$ cat config.mk
export PLATFORM = sky130hd
export DESIGN_NAME = cell_signal_quality_averager
export DESIGN_NICKNAME = d
export VERILOG_FILES = /design/src/hw/rtl/csqa_pkg.sv /design/src/hw/rtl/csqa_div.sv /design/src/hw/rtl/csqa_datapath.sv /design/src/hw/rtl/csqa_ctrl.sv /design/src/hw/rtl/cell_signal_quality_averager.sv
export VERILOG_INCLUDE_DIRS = /design/src /design/src/hw/rtl
export SDC_FILE = /design/constraint.sdc
export NUM_CORES = 2
export LEC_CHECK = 0
export BUFFER_PORTS_ARGS = -buffer_cell sky130_fd_sc_hd__buf_4
export CAP_MARGIN = 0
export CORE_MARGIN = 5
export CORE_UTILIZATION = 40
export DETAILED_ROUTE_END_ITERATION = 12
export SETUP_SLACK_MARGIN = 0.02
export SLEW_MARGIN = 20
export SYNTH_ARGS = -nofsm -noshare
export SYNTH_HDL_FRONTEND = slang
export SYNTH_SLANG_ARGS = --single-unit
$ cat constraint.sdc
create_clock -name clk_i -period 6.8 [get_ports clk_i]
set_input_delay 0.68 -clock clk_i [delete_from_list [all_inputs] [get_ports clk_i]]
set_output_delay 0.68 -clock clk_i [all_outputs]
set_load 0.005 [all_outputs]
$ cat src/hw/rtl/cell_signal_quality_averager_assert.svh
// assertion macros included by the controller (csqa_ctrl)
`ifndef CELL_SIGNAL_QUALITY_AVERAGER_ASSERT_SVH
`define CELL_SIGNAL_QUALITY_AVERAGER_ASSERT_SVH

// property that must hold at every clock edge out of reset
`define CSQA_ASSERT(label, clk, rstn, prop, msg) \
  label: assert property (@(posedge clk) disable iff (!rstn) (prop)) else $error(msg);

// implication whose consequent must hold in the cycle after the antecedent
`define CSQA_ASSERT_NEXT(label, clk, rstn, ante, cons, msg) \
  label: assert property (@(posedge clk) disable iff (!rstn) (ante) |=> (cons)) \
    else $error(msg);

`endif

$ cat src/hw/rtl/csqa_pkg.sv
// ----------------------------------------------------------------------------
// csqa_pkg
// shared types and constants of the signal quality averager
// ----------------------------------------------------------------------------
package csqa_pkg;

  localparam int unsigned MaxWindowDefault = 16;
  localparam int unsigned WinW = 5;
  localparam int unsigned AvgW = 15;
  localparam int unsigned CntW = 7;      // counts up to 127
  localparam int unsigned SumW = 24;     // 64 * 13400 fits
  localparam logic [7:0] CodeUnknown = 8'd255;
  localparam logic [WinW-1:0] WinReset = 5'd10;

  localparam logic [1:0] ModeLte = 2'd0;
  localparam logic [1:0] ModeWcdma = 2'd1;
  localparam logic [1:0] ModeGsm = 2'd2;
  localparam logic [1:0] ModeNone = 2'd3;

  // controller to datapath
  typedef struct packed {
    logic store;      // write sample to ring, advance pointers
    logic clr_acc;    // clear sums and counts, load walk pointer
    logic rd;         // issue ring read at walk pointer
    logic acc;        // accumulate registered read data
    logic div_start;  // start division of field in div_sel
    logic [1:0] div_sel;
    logic finish;     // load result register
  } csqa_cmd_t;

  // datapath to controller
  typedef struct packed {
    logic walk_more;  // more entries to read
    logic run_break;  // last read ended the run
    logic div_done;
  } csqa_sts_t;

  // value of a known code in 0.01 dB
  function automatic logic signed [15:0] lin_val(input logic [1:0] mode,
                                                 input logic [1:0] fld,
                                                 input logic [7:0] code);
    logic signed [15:0] c;
    logic signed [15:0] v;
    begin
      c = $signed({8'd0, code});
      v = '0;
      unique case (fld)
        2'd0: v = (c <<< 6) + (c <<< 5) + (c <<< 2) - 16'sd12000;
        2'd1: v = (c <<< 6) + (c <<< 5) + (c <<< 2)
                  - ((mode == ModeLte) ? 16'sd14000 : 16'sd12000);
        2'd2: v = (mode == ModeLte) ? ((c <<< 4) + (c <<< 2) - 16'sd2000)
                  : ((c <<< 5) + (c <<< 4) + (c <<< 1) - 16'sd3200);
        default: v = (c <<< 5) + (c <<< 4) + (c <<< 1) - 16'sd1950;
      endcase
      return v;
    end
  endfunction

endpackage

$ cat src/hw/rtl/csqa_div.sv
// ----------------------------------------------------------------------------
// csqa_div
// serial signed divider, one quotient bit per cycle, truncating toward zero
// ----------------------------------------------------------------------------
module csqa_div (
  input  logic                               clk_i,
  input  logic                               rst_ni,
  input  logic                               start_i,
  input  logic signed [csqa_pkg::SumW-1:0]   num_i,
  input  logic [csqa_pkg::CntW-1:0]          den_i,
  output logic                               done_o,
  output logic signed [csqa_pkg::AvgW-1:0]   quo_o
);
  import csqa_pkg::*;

  localparam int unsigned StepW = $clog2(SumW + 1);

  logic [SumW-1:0] rem_q, rem_d, quo_q, quo_d;
  logic [CntW-1:0] den_q;
  logic            neg_q;
  logic [StepW-1:0] step_q;
  logic            busy_q, done_q;
  logic [SumW:0]   trial;
  logic [SumW-1:0] mag;

  assign mag = num_i[SumW-1] ? SumW'(-num_i) : num_i;
  assign trial = {rem_q, quo_q[SumW-1]} - {{(SumW + 1 - CntW){1'b0}}, den_q};

  always_comb begin
    rem_d = rem_q;
    quo_d = quo_q;
    if (!trial[SumW]) begin
      rem_d = trial[SumW-1:0];
      quo_d = {quo_q[SumW-2:0], 1'b1};
    end else begin
      rem_d = {rem_q[SumW-2:0], quo_q[SumW-1]};
      quo_d = {quo_q[SumW-2:0], 1'b0};
    end
  end

  always_ff @(posedge clk_i or negedge rst_ni) begin
    if (!rst_ni) begin
      busy_q <= 1'b0;
      done_q <= 1'b0;
      step_q <= '0;
    end else begin
      done_q <= 1'b0;
      if (start_i) begin
        busy_q <= 1'b1;
        step_q <= StepW'(SumW);
      end else if (busy_q) begin
        step_q <= step_q - 1'b1;
        if (step_q == StepW'(1)) begin
          busy_q <= 1'b0;
          done_q <= 1'b1;
        end
      end
    end
  end

  always_ff @(posedge clk_i) begin
    if (start_i) begin
      rem_q <= '0;
      quo_q <= mag;
      den_q <= den_i;
      neg_q <= num_i[SumW-1];
    end else if (busy_q) begin
      rem_q <= rem_d;
      quo_q <= quo_d;
    end
  end

  assign done_o = done_q;
  assign quo_o  = neg_q ? AvgW'(-quo_q[AvgW-1:0]) : quo_q[AvgW-1:0];

endmodule

$ cat src/hw/rtl/csqa_datapath.sv
// ----------------------------------------------------------------------------
// csqa_datapath
// sample ring, run walk, accumulators, divider and result register
// ----------------------------------------------------------------------------
module csqa_datapath #(
  parameter int unsigned MaxWindow = csqa_pkg::MaxWindowDefault
) (
  input  logic                          clk_i,
  input  logic                          rst_ni,
  input  csqa_pkg::csqa_cmd_t           cmd_i,
  output csqa_pkg::csqa_sts_t           sts_o,
  input  logic                          cfg_we_i,
  input  logic [csqa_pkg::WinW-1:0]     cfg_data_i,
  input  logic [1:0]                    in_mode_i,
  input  logic [31:0]                   in_codes_i,
  output logic                          res_emit_o,
  output logic [1:0]                    res_mode_o,
  output logic [31:0]                   res_number_o,
  output logic [csqa_pkg::WinW-1:0]     res_samples_o,
  output logic [4*csqa_pkg::AvgW-1:0]   res_avg_o,
  output logic [2:0]                    res_valid_o
);
  import csqa_pkg::*;

  localparam int unsigned IdxW = (MaxWindow > 1) ? $clog2(MaxWindow) : 1;
  localparam int unsigned FillW = $clog2(MaxWindow + 1);

  logic [1:0]  mem_mode [MaxWindow];
  logic [31:0] mem_code [MaxWindow];

  logic [FillW-1:0] win_q, fill_q, left_q;
  logic [IdxW-1:0]  wslot_q, rptr_q;
  logic [1:0]       run_mode_q, rd_mode_q;
  logic [31:0]      rd_code_q;
  logic [31:0]      rpt_q;
  logic signed [SumW-1:0] sum_q [4];
  logic [CntW-1:0]  cnt_q [4];
  logic             stop_q;
  logic [4*AvgW-1:0] avg_q;
  logic [FillW-1:0] cfg_w;
  logic             div_done;
  logic signed [AvgW-1:0] quo;
  logic [FillW-1:0] wplus;

  // clamp written window into 1..MaxWindow
  always_comb begin
    if (cfg_data_i == '0) cfg_w = FillW'(1);
    else if (32'(cfg_data_i) > MaxWindow) cfg_w = FillW'(MaxWindow);
    else cfg_w = FillW'(cfg_data_i);
  end

  assign wplus = FillW'(wslot_q) + 1'b1;

  always_ff @(posedge clk_i or negedge rst_ni) begin
    if (!rst_ni) begin
      win_q   <= (32'(WinReset) > MaxWindow) ? FillW'(MaxWindow) : FillW'(WinReset);
      fill_q  <= '0;
      wslot_q <= '0;
      rpt_q   <= '0;
      stop_q  <= 1'b0;
      left_q  <= '0;
      rptr_q  <= '0;
      res_emit_o <= 1'b0;
    end else begin
      if (cfg_we_i) begin
        win_q   <= cfg_w;
        fill_q  <= '0;
        wslot_q <= '0;
      end
      if (cmd_i.store) begin
        wslot_q <= (wplus >= win_q) ? '0 : wslot_q + 1'b1;
        if (fill_q < win_q) fill_q <= fill_q + 1'b1;
      end
      if (cmd_i.clr_acc) begin
        stop_q <= 1'b0;
        left_q <= fill_q;
        rptr_q <= (wslot_q == '0) ? IdxW'(win_q - 1'b1) : wslot_q - 1'b1;
      end
      if (cmd_i.rd) begin
        left_q <= left_q - 1'b1;
        rptr_q <= (rptr_q == '0) ? IdxW'(win_q - 1'b1) : rptr_q - 1'b1;
      end
      if (cmd_i.acc && rd_mode_q != run_mode_q) stop_q <= 1'b1;
      if (cmd_i.finish) begin
        res_emit_o <= (cnt_q[0] != '0);
        if (cnt_q[0] != '0 && run_mode_q != ModeNone) rpt_q <= rpt_q + 1'b1;
      end
    end
  end

  always_ff @(posedge clk_i) begin
    if (cmd_i.store) begin
      mem_mode[wslot_q] <= in_mode_i;
      mem_code[wslot_q] <= in_codes_i;
      run_mode_q <= in_mode_i;
    end
    if (cmd_i.rd) begin
      rd_mode_q <= mem_mode[rptr_q];
      rd_code_q <= mem_code[rptr_q];
    end
  end

  // accumulate one ring entry per accumulate command
  always_ff @(posedge clk_i) begin
    if (cmd_i.clr_acc) begin
      for (int f = 0; f < 4; f++) begin
        sum_q[f] <= '0;
        cnt_q[f] <= '0;
      end
    end else if (cmd_i.acc && !stop_q && rd_mode_q == run_mode_q) begin
      if (run_mode_q == ModeNone) begin
        cnt_q[0] <= cnt_q[0] + 1'b1;
      end else begin
        for (int f = 0; f < 4; f++) begin
          if (rd_code_q[8*f +: 8] != CodeUnknown &&
              (f == 0 || (f < 3 && run_mode_q != ModeGsm) ||
               (f == 3 && run_mode_q == ModeLte))) begin
            sum_q[f] <= sum_q[f] + SumW'(lin_val(run_mode_q, 2'(f), rd_code_q[8*f +: 8]));
            cnt_q[f] <= cnt_q[f] + 1'b1;
          end
        end
      end
    end
  end

  csqa_div u_div (
    .clk_i   (clk_i),
    .rst_ni  (rst_ni),
    .start_i (cmd_i.div_start),
    .num_i   (sum_q[cmd_i.div_sel]),
    .den_i   (cnt_q[cmd_i.div_sel]),
    .done_o  (div_done),
    .quo_o   (quo)
  );

  // capture quotient into the slot of the field being divided
  always_ff @(posedge clk_i) begin
    logic [1:0] sel_q;
    if (cmd_i.div_start) sel_q <= cmd_i.div_sel;
    if (cmd_i.clr_acc) avg_q <= '0;
    else if (div_done && cnt_q[sel_q] != '0 && run_mode_q != ModeNone)
      avg_q[AvgW*sel_q +: AvgW] <= quo;
  end

  always_ff @(posedge clk_i) begin
    if (cmd_i.finish) begin
      res_mode_o    <= run_mode_q;
      res_number_o  <= (run_mode_q != ModeNone) ? rpt_q + 1'b1 : rpt_q;
      res_samples_o <= WinW'(cnt_q[0]);
      res_avg_o     <= avg_q;
      res_valid_o   <= {cnt_q[3] != '0, cnt_q[2] != '0, cnt_q[1] != '0};
    end
  end

  assign sts_o.walk_more = (left_q != '0);
  assign sts_o.run_break = stop_q;
  assign sts_o.div_done  = div_done;

endmodule

$ cat src/hw/rtl/csqa_ctrl.sv
// ----------------------------------------------------------------------------
// csqa_ctrl
// sequencer: store, walk the ring, divide four fields, hand off result
// ----------------------------------------------------------------------------
module csqa_ctrl (
  input  logic                 clk_i,
  input  logic                 rst_ni,
  input  logic                 in_valid_i,
  output logic                 in_ready_o,
  input  logic                 res_free_i,
  output csqa_pkg::csqa_cmd_t  cmd_o,
  input  csqa_pkg::csqa_sts_t  sts_i
);
  import csqa_pkg::*;

  `include "cell_signal_quality_averager_assert.svh"

  typedef enum logic [6:0] {
    StIdle  = 7'b0000001,
    StClr   = 7'b0000010,
    StRead  = 7'b0000100,
    StAcc   = 7'b0001000,
    StDiv   = 7'b0010000,
    StWait  = 7'b0100000,
    StOut   = 7'b1000000
  } state_e;

  state_e state_q, state_d;
  logic [1:0] sel_q, sel_d;

  assign in_ready_o = (state_q == StIdle);

  always_comb begin
    state_d = state_q;
    sel_d   = sel_q;
    cmd_o   = '0;
    cmd_o.div_sel = sel_q;
    unique case (state_q)
      StIdle: if (in_valid_i) begin
        cmd_o.store = 1'b1;
        state_d = StClr;
      end
      StClr: begin
        cmd_o.clr_acc = 1'b1;
        state_d = StRead;
      end
      StRead: begin
        if (sts_i.walk_more && !sts_i.run_break) begin
          cmd_o.rd = 1'b1;
          state_d = StAcc;
        end else begin
          sel_d = '0;
          state_d = StDiv;
        end
      end
      StAcc: begin
        cmd_o.acc = 1'b1;
        state_d = StRead;
      end
      StDiv: begin
        cmd_o.div_start = 1'b1;
        state_d = StWait;
      end
      StWait: if (sts_i.div_done) begin
        if (sel_q == 2'd3) state_d = StOut;
        else begin
          sel_d = sel_q + 1'b1;
          state_d = StDiv;
        end
      end
      StOut: if (res_free_i) begin
        cmd_o.finish = 1'b1;
        state_d = StIdle;
      end
      default: state_d = StIdle;
    endcase
  end

  always_ff @(posedge clk_i or negedge rst_ni) begin
    if (!rst_ni) begin
      state_q <= StIdle;
      sel_q   <= '0;
    end else begin
      state_q <= state_d;
      sel_q   <= sel_d;
    end
  end

  `CSQA_ASSERT(a_onehot, clk_i, rst_ni, $onehot(state_q), "state not one-hot")
  `CSQA_ASSERT_NEXT(a_store_clr, clk_i, rst_ni, cmd_o.store, cmd_o.clr_acc,
                    "store not followed by clear")
  `CSQA_ASSERT_NEXT(a_rd_acc, clk_i, rst_ni, cmd_o.rd, cmd_o.acc,
                    "read not followed by accumulate")

endmodule

$ cat src/hw/rtl/cell_signal_quality_averager.sv
// ----------------------------------------------------------------------------
// cell_signal_quality_averager
// averages modem quality codes over the latest run of same-mode samples
// ----------------------------------------------------------------------------
// One sample is taken at a time. An item is stored, then the ring is walked
// one entry per read and accumulate step (up to window_size entries), then
// four serial divisions run; at a full window the divider takes the bulk of
// the time. A report leaves through a one-deep output register, so the
// next sample is taken while a report waits, and the block holds only when a
// second report is ready before the first was taken. Writing the window
// register empties the ring; there is no clearing pass.
module cell_signal_quality_averager #(
  parameter int unsigned MaxWindow = csqa_pkg::MaxWindowDefault
) (
  input  logic        clk_i,
  input  logic        rst_ni,
  input  logic        s_axis_tvalid,
  output logic        s_axis_tready,
  input  logic [39:0] s_axis_tdata,   // radio_mode, code_a, code_b, code_c, code_d
  output logic        m_axis_tvalid,
  input  logic        m_axis_tready,
  // report_mode, report_number, rssi_samples, avg_a..avg_d, valid_b..valid_d
  output logic [103:0] m_axis_tdata,
  input  logic        cfg_valid_i,
  output logic        cfg_ready_o,
  input  logic [csqa_pkg::WinW-1:0] cfg_data_i
);
  import csqa_pkg::*;

  csqa_cmd_t cmd;
  csqa_sts_t sts;
  logic res_emit;
  logic [1:0] res_mode;
  logic [31:0] res_num;
  logic [WinW-1:0] res_smp;
  logic [4*AvgW-1:0] res_avg;
  logic [2:0] res_val;
  logic out_v_q, emit_q;

  assign cfg_ready_o = 1'b1;

  csqa_ctrl u_ctrl (
    .clk_i      (clk_i),
    .rst_ni     (rst_ni),
    .in_valid_i (s_axis_tvalid),
    .in_ready_o (s_axis_tready),
    .res_free_i (!out_v_q || m_axis_tready),
    .cmd_o      (cmd),
    .sts_i      (sts)
  );

  csqa_datapath #(.MaxWindow(MaxWindow)) u_dp (
    .clk_i         (clk_i),
    .rst_ni        (rst_ni),
    .cmd_i         (cmd),
    .sts_o         (sts),
    .cfg_we_i      (cfg_valid_i),
    .cfg_data_i    (cfg_data_i),
    .in_mode_i     (s_axis_tdata[1:0]),
    .in_codes_i    (s_axis_tdata[33:2] ),
    .res_emit_o    (res_emit),
    .res_mode_o    (res_mode),
    .res_number_o  (res_num),
    .res_samples_o (res_smp),
    .res_avg_o     (res_avg),
    .res_valid_o   (res_val)
  );

  // datapath result register updates on finish; a pulse marks a new one
  always_ff @(posedge clk_i or negedge rst_ni) begin
    if (!rst_ni) begin
      emit_q  <= 1'b0;
      out_v_q <= 1'b0;
    end else begin
      emit_q <= cmd.finish;
      if (emit_q && res_emit) out_v_q <= 1'b1;
      else if (m_axis_tready) out_v_q <= 1'b0;
    end
  end

  assign m_axis_tvalid = out_v_q;
  assign m_axis_tdata  = {2'b00, res_val, res_avg, res_smp, res_num, res_mode};

endmodule

### After elaboration in Yosys (flattened, before gate mapping)

Memories as Yosys holds them, arrays and structs flattened. A register that Yosys moved wholly into a read port is not among the register bits.
Cells that the tools add are included.
W data, S select, Z words.

| operators by class | value |
|---|---|
| multiply operators | 1 |
| equal/unequal tests | 23 |
| mux-type cells | 109 |
| divide/modulo/power cells | 0 |
| bitwise logic cells | 9 |
| $add $sub $neg | 36 |
| magnitude comparators | 3 |
| reductions and logical operators | 34 |
| shift-type cells | 2 |

Operators with widths:

| operator | number |
|---|---|
| $mux W16 | 17 |
| $mux W24 | 8 |
| $add A24 B16 Y24 | 4 |
| $mux W7 | 9 |
| $bwmux W60 | 1 |
| $shift A15 B34 Y60 const A | 1 |
| $shiftx A15 B34 Y60 | 1 |
| $mux W5 | 10 |
| $mux W1 | 48 |
| $pmux W7 S6 | 1 |
| $reduce_bool A7 Y1 | 5 |
| $neg A6 Y34 | 1 |
| $add A16 B10 Y16 | 2 |
| $add A16 B11 Y16 | 2 |
| $add A32 B1 Y32 const B | 1 |
| $mux W32 | 1 |
| $ne A8 B8 Y1 const B | 4 |
| $sub A16 B12 Y16 const B | 2 |
| $add A14 B13 Y15 | 2 |
| $add A13 B12 Y14 | 2 |
| $add A7 B1 Y7 const B | 4 |
| $mux W4 | 7 |
| $sub A25 B7 Y25 | 1 |
| $neg A24 Y24 | 1 |
| other kinds (45) | 82 |

| word-level totals | value |
|---|---|
| input bits | 50 |
| register bits after elaboration | 290 |
| logic and storage cells | 247 |
| bits in writable memories | 668 |
| memory bits (read-only) | 0 |
| bits in latches | 0 |
| memories kept | 4 |
| output and inout port bits | 107 |

Memory list:

| memory | words | width | read ports | clocked after memory_dff | wr ports | RTL line | text |
|---|---|---|---|---|---|---|---|
| u_dp.mem_code | 16 | 32 | 1 | 1 | 1 | csqa_datapath.sv:29 | `logic [31:0] mem_code [MaxWindow];` |
| u_dp.sum_q | 4 | 24 | 5 | 0 | 4 | csqa_datapath.sv:36 | `logic signed [SumW-1:0] sum_q [4];` |
| u_dp.mem_mode | 16 | 2 | 1 | 1 | 1 | csqa_datapath.sv:28 | `logic [1:0] mem_mode [MaxWindow];` |
| u_dp.cnt_q | 4 | 7 | 6 | 2 | 4 | csqa_datapath.sv:37 | `logic [CntW-1:0] cnt_q [4];` |

### Logic depth before layout (Yosys ltp)

| depth | value |
|---|---|
| depth after elaboration | 10 |
| gate-level depth with buffers | 25 |

### Modules after synthesis

From an unflattened synthesis, not the netlist that was laid out.

| unflattened totals | value |
|---|---|
| cell total of the unflattened synthesis | 3,548 |
| area, all modules | 48,591.6 µm² |

Modules (own cells, without submodules):

| module | times used | cells an instance | sequential area each (µm²) | area each (µm²) |
|---|---|---|---|---|
| csqa_datapath | 1 | 3,011 | 26,753.2 | 43,819.5 |
| csqa_div | 1 | 456 | 1,616.6 | 4,040.1 |
| csqa_ctrl | 1 | 71 | 226.5 | 628.1 |
| cell_signal_quality_averager | 1 | 10 | 50.0 | 103.8 |

### Worst setup path before layout

No wires, ideal clock.

| timing | value |
|---|---|
| kind | flip-flop to flip-flop |
| start | register u_dp.run_mode_q[1] |
| end | memory u_dp.sum_q[1][23] (data pin) |
| stages on the path, launching flop included | 22 |
| period minus slack after synthesis | 5.785 ns |
| arrival time | 5.519 ns |
| path slack | 1.015 ns |
| buffers on the path | 2 |
| required time | 6.534 ns |
| path through | edfxtp_1 > or2_2 > clkbuf_1 > inv_1 > buf_1 > fa_1 > ha_1 > o211ai_1 > a21oi_1 > a2111oi_2 > o21ai_0 > a2111oi_2 > ha_1 > a21oi_1 > o21ai_0 > a22o_1 > a21oi_1 > a2111oi_0 > a311oi_1 > xnor2_1 > xnor2_1 > nor2_1 |

RTL lines:

| item | RTL line | text |
|---|---|---|
| start, declared | csqa_datapath.sv:33 | `logic [1:0] run_mode_q, rd_mode_q;` |
| start signal, assigned | csqa_datapath.sv:95 | `run_mode_q <= in_mode_i;` |
| end, declared | csqa_datapath.sv:36 |  |

==> flow_summary_export.csv <==
group,metric,value,unit
synth,synth.yosys.warnings,0,
clock_tree,cts_tree,"done",
global_route,grt_util_met2,28.11,%
setup_path,crit_type,"reg -> reg",
pwr,p_int,12300,µW
synth,synthArstFlopShare,7.538,%
clock_tree,cts_buffer_depth,3,
global_route,grt-busiest-layer,"met2",
detailed_routing,drc,0,
clock_tree,cts.sinks,995,
place,dpl.hpwl,65410,µm
layout,fin_nets,3898,
global_route,grtUsageMet1,22.04,%
detailed_routing,first_pass_iters,5,
synth,synth-seq-area-share,60.44,%
global_route,grt_overflow,0,
sta,setup_viol,0,
detailed_routing,routed_via_density,5.255,
detailed_routing,drt-initial-drc-count,1835,
setup_path,crit_required,7.16,ns
clock_tree,clock_latency,0.70,ns
floorplanning,start_util,40.19,%
place,port_buffers,147,
detailed_routing,vias,27460,
place,place.gp.congestion,0.8179,
global_route,grt_pass1_wl,161700,µm
floorplanning,dieArea,125500,µm²
global_route,grt_util_met3,2.564,%
sta,fin_crit,6.128,ns
floorplanning,ioPinCount,157,
setup_path,worstSetupStartpointType,"flip-flop",
sta,tns,0,ns
detailed_routing,ant_nets,0,
clock_tree,cts_root_buf,"clkbuf_16",
sta,grt_setup_unrepaired,"false",
pwr,p_switching,4896,µW
pwr,power.total,17190,µW
sta,fin_skew,0.06027,ns
synth,ys_types,87,
layout,layout-drive-gt1-share,16.46,%
setup_path,cpMaxStageDelayCell,"a2111oi_0",
pwr,powerDensity,319.4,nW/µm²
setup_path,cp_top_family,"compound AO/OA/AOI/OAI gates",
global_route,grt_pass1_vias,27440,
synth,ys.flop_type,"edfxtp_1",
synth,avgSynthCellArea,13.86,µm²
clock_tree,cts_buffers,104,
global_route,antenna_found_initial,6,
synth,syn-cell-area,47400,µm²
sta,fmax,163.2,MHz
setup_path,path_cells,"ha_1 -> fa_1 -> a21oi_1 -> nor2_1 -> or3_1 -> nor2b_1 -> ha_1 -> nand3_1 -> a21oi_1 -> a2111oi_2 -> o21ai_0 -> a2111oi_4 -> ha_1 -> nand2_1 -> o21ai_0 -> a22o_1 -> a21oi_1 -> a2111oi_0 -> a311oi_1 -> xnor2_1 -> xnor2_1 -> nor2_1",
pwr,vdd_drop_max,254.5,µV
pwr,p_leak,0.01983,µW
global_route,grtUsageTotal,16.35,%
synth,synthCells,3420,
synth,synth-seq-cells,995,
floorplanning,fp-row-count,126,
detailed_routing,routed_wl,104300,µm
pwr,p_clk_share,33.3,%
job,maxCapViolCount,0,
detailed_routing,wl_per_cell,19.96,µm
setup_path,end_kind,"flip-flop",
pwr,p_sw_share,28.47,%
synth,synth_edf_count,834,
sta,slew_viol_final,0,
setup_path,path_max_fanout,7,
hold_path,min_path_type,"in -> reg",
floorplanning,core_area,117900,µm²
layout,syn_to_final_growth,13.56,%
floorplanning,die_x,354.2,µm
run_status,status,"complete, no violations",
pwr,pwr-share-seq,43.8,%
floorplanning,die_y,354.2,µm
sta,fin_crit_sh,90.12,%
setup_path,slowest_delay,0.59,ns
global_route,grt_max_degree,140,
pwr,combPwrFrac,23.0,%
sta,worst_pin_slew,1.043,ns
clock_tree,cts_max_level,3,
setup_path,critPathBufInv,0,
clock_tree,path_clk_slew,0.06,ns
sta,finalHoldViolations,0,
sta,slew_headroom,30.28,%
setup_path,arrival,6.49,ns
[logic make-up after synthesis]
| family | count (synthesis) | share of synthesized area [%] |
|---|---|---|
| flip-flops | 995 | 60.44 |
| AND/OR/NAND/NOR | 896 | 8.936 |
| AO/OA/AOI/OAI | 534 | 6.909 |
| XOR/XNOR | 277 | 5.148 |
| buffers and inverters | 254 | 2.046 |
| adder cells (fa/ha/maj) | 247 | 6.726 |
| multiplexers | 215 | 9.781 |
| other | 2 | 0.01584 |
[cell usage in the layout (no fill, tap or decap), drive strengths merged, types with 43 or more instances in the layout]
| cell | count |
|---|---|
| inv | 144 |
| buf | 185 |
| o21ai | 130 |
| mux4 | 198 |
| a21oi | 196 |
| a21o | 46 |
| clkbuf | 130 |
| dfrtp | 72 |
| ha | 234 |
| nand3 | 59 |
| clkinv | 43 |
| nand2 | 188 |
| dfxtp | 86 |
| edfxtp | 834 |
| nor3 | 59 |
| xnor2 | 152 |
| nor2 | 369 |
| xor2 | 124 |
[metal layers]
| layer | up-vias | part of all wire [%] |
|---|---|---|
| met3 | 128 | 4.4 |
| li1 | 13210 | - |
| met4 | 4 | 1.8 |
| met2 | 500 | 49 |
| met1 | 13620 | 45 |
| met5 | - | 0.020 |
[through the flow]
stage               std cells  cell area, µm²  util, %  hold slack, ns  setup slack [ns]
floorplan                3421           47400        -          0.3844             1.015
global placement         5030           50340    42.69          0.4133            0.7277
detailed placement       5030           50340    42.69          0.4173            0.5908
CTS                      5223           53810    45.63          0.1839            0.5175
global route             5223           53820    45.64          0.2196           0.06064
finish                   5225           53820    45.64          0.2367            0.6717
[power by group through the flow]
stage / Sequential, µW / Clock [µW] / Combinational (µW)
after floorplan: 7460 / 0 / 3070
after global placement: 7650 / 0 / 3950
after detailed placement: 7660 / 0 / 3990
after CTS: 7530 / 5850 / 4000
after global routing: 7580 / 6100 / 4350
final: 7520 / 5720 / 3950
[Yosys cell counts, drive strengths merged (12+ instances only)]
library cell  instances  area share (%)
nor2                369             2.9
fa                   13            0.55
nor2b                30            0.40
o211ai               12            0.19
nand2b               34            0.46
xor2                124             2.3
a211oi               24            0.39
nand4                15            0.20
or3                  19            0.27
inv                 140             1.1
and2                 28            0.37
buf                  28            0.26
nor4                 13            0.23
a31oi                16            0.21
mux4                198             9.4
mux2i                12            0.25
o21bai               19            0.30
xnor2               152             2.8
nand2               188             1.5
dfxtp                86             3.6
and3                 32            0.42
edfxtp              834              53
a21o                 46            0.73
o21ai               130             1.4
nor3                 59            0.68
ha                  234             6.2
nand3                59            0.62
a21oi               196             2.1
clkbuf               84            0.67
o21a                 22            0.35
dfrtp                72             3.8
[registers in the layout (all words and copies together), names as in the netlist, 7 cells and up, named ones only]
signal and cells:
u_dp.rpt_q 32, u_dp.avg_q 60, u_dp.mem_mode 32, u_dp.res_avg_o 60
u_dp.rd_code_q 32, u_dp.mem_code 512, u_dp.u_div.den_q 7, u_dp.cnt_q 28
u_dp.u_div.rem_q 24, u_dp.sum_q 90, u_ctrl.state_q 7, u_dp.u_div.quo_q 24
u_dp.res_number_o 32
[worst reg2reg max path: cells and delay by family (launching register included)]
kind / cells / cell delay [ns]
XOR/XNOR: 2 / 0.33
AND/OR/NAND/NOR: 6 / 0.73
AO/OA/AOI/OAI: 10 / 2.85
flip-flops: 1 / 0.51
adder cells (fa/ha/maj): 4 / 1.37
[what timing repair did]
item | in CTS | in global routing
endpoints found under the hold margin | 30 | 0
setup buffers | 0 | 0
hold buffers | 1 | 0
resized for setup | 0 | 1
setup endpoints to repair | 0 | 1
[final cells by class]
type                       count  area (µm²)
fill                       10470       64100
sequential                   995       28660
multi-input combinational   2172       17830
clock buffer                 130        2740
tap                         1536        1922
timing repair buffer         186        1424
clock inverter                62       715.7
inverter                     142       535.5
antenna                        2       5.005
[final timing paths]
kind,startpoint,slack [ns],cells past startpoint,end
max,u_dp.rd_code_q[8]$_DFFE_PP_,0.67,22,u_dp.sum_q[1][23]$_SDFFCE_PN0P_
min,cfg_data_i[4],0.24,3,u_dp.win_q[4]$_DFFE_PN0P_
max reg2reg,u_dp.rd_code_q[8]$_DFFE_PP_,0.67,22,u_dp.sum_q[1][23]$_SDFFCE_PN0P_
min reg2reg,u_dp.avg_q[31]$_SDFFE_PP0P_,0.40,0,u_dp.res_avg_o[31]$_DFFE_PP_
max in group asynchronous,rst_ni,5.20,3,u_dp.rptr_q[0]$_DFFE_PN0P_
min in group asynchronous,rst_ni,0.54,2,u_dp.rpt_q[29]$_DFFE_PN0P_
Note: power is estimated with default switching activity, not from simulation.
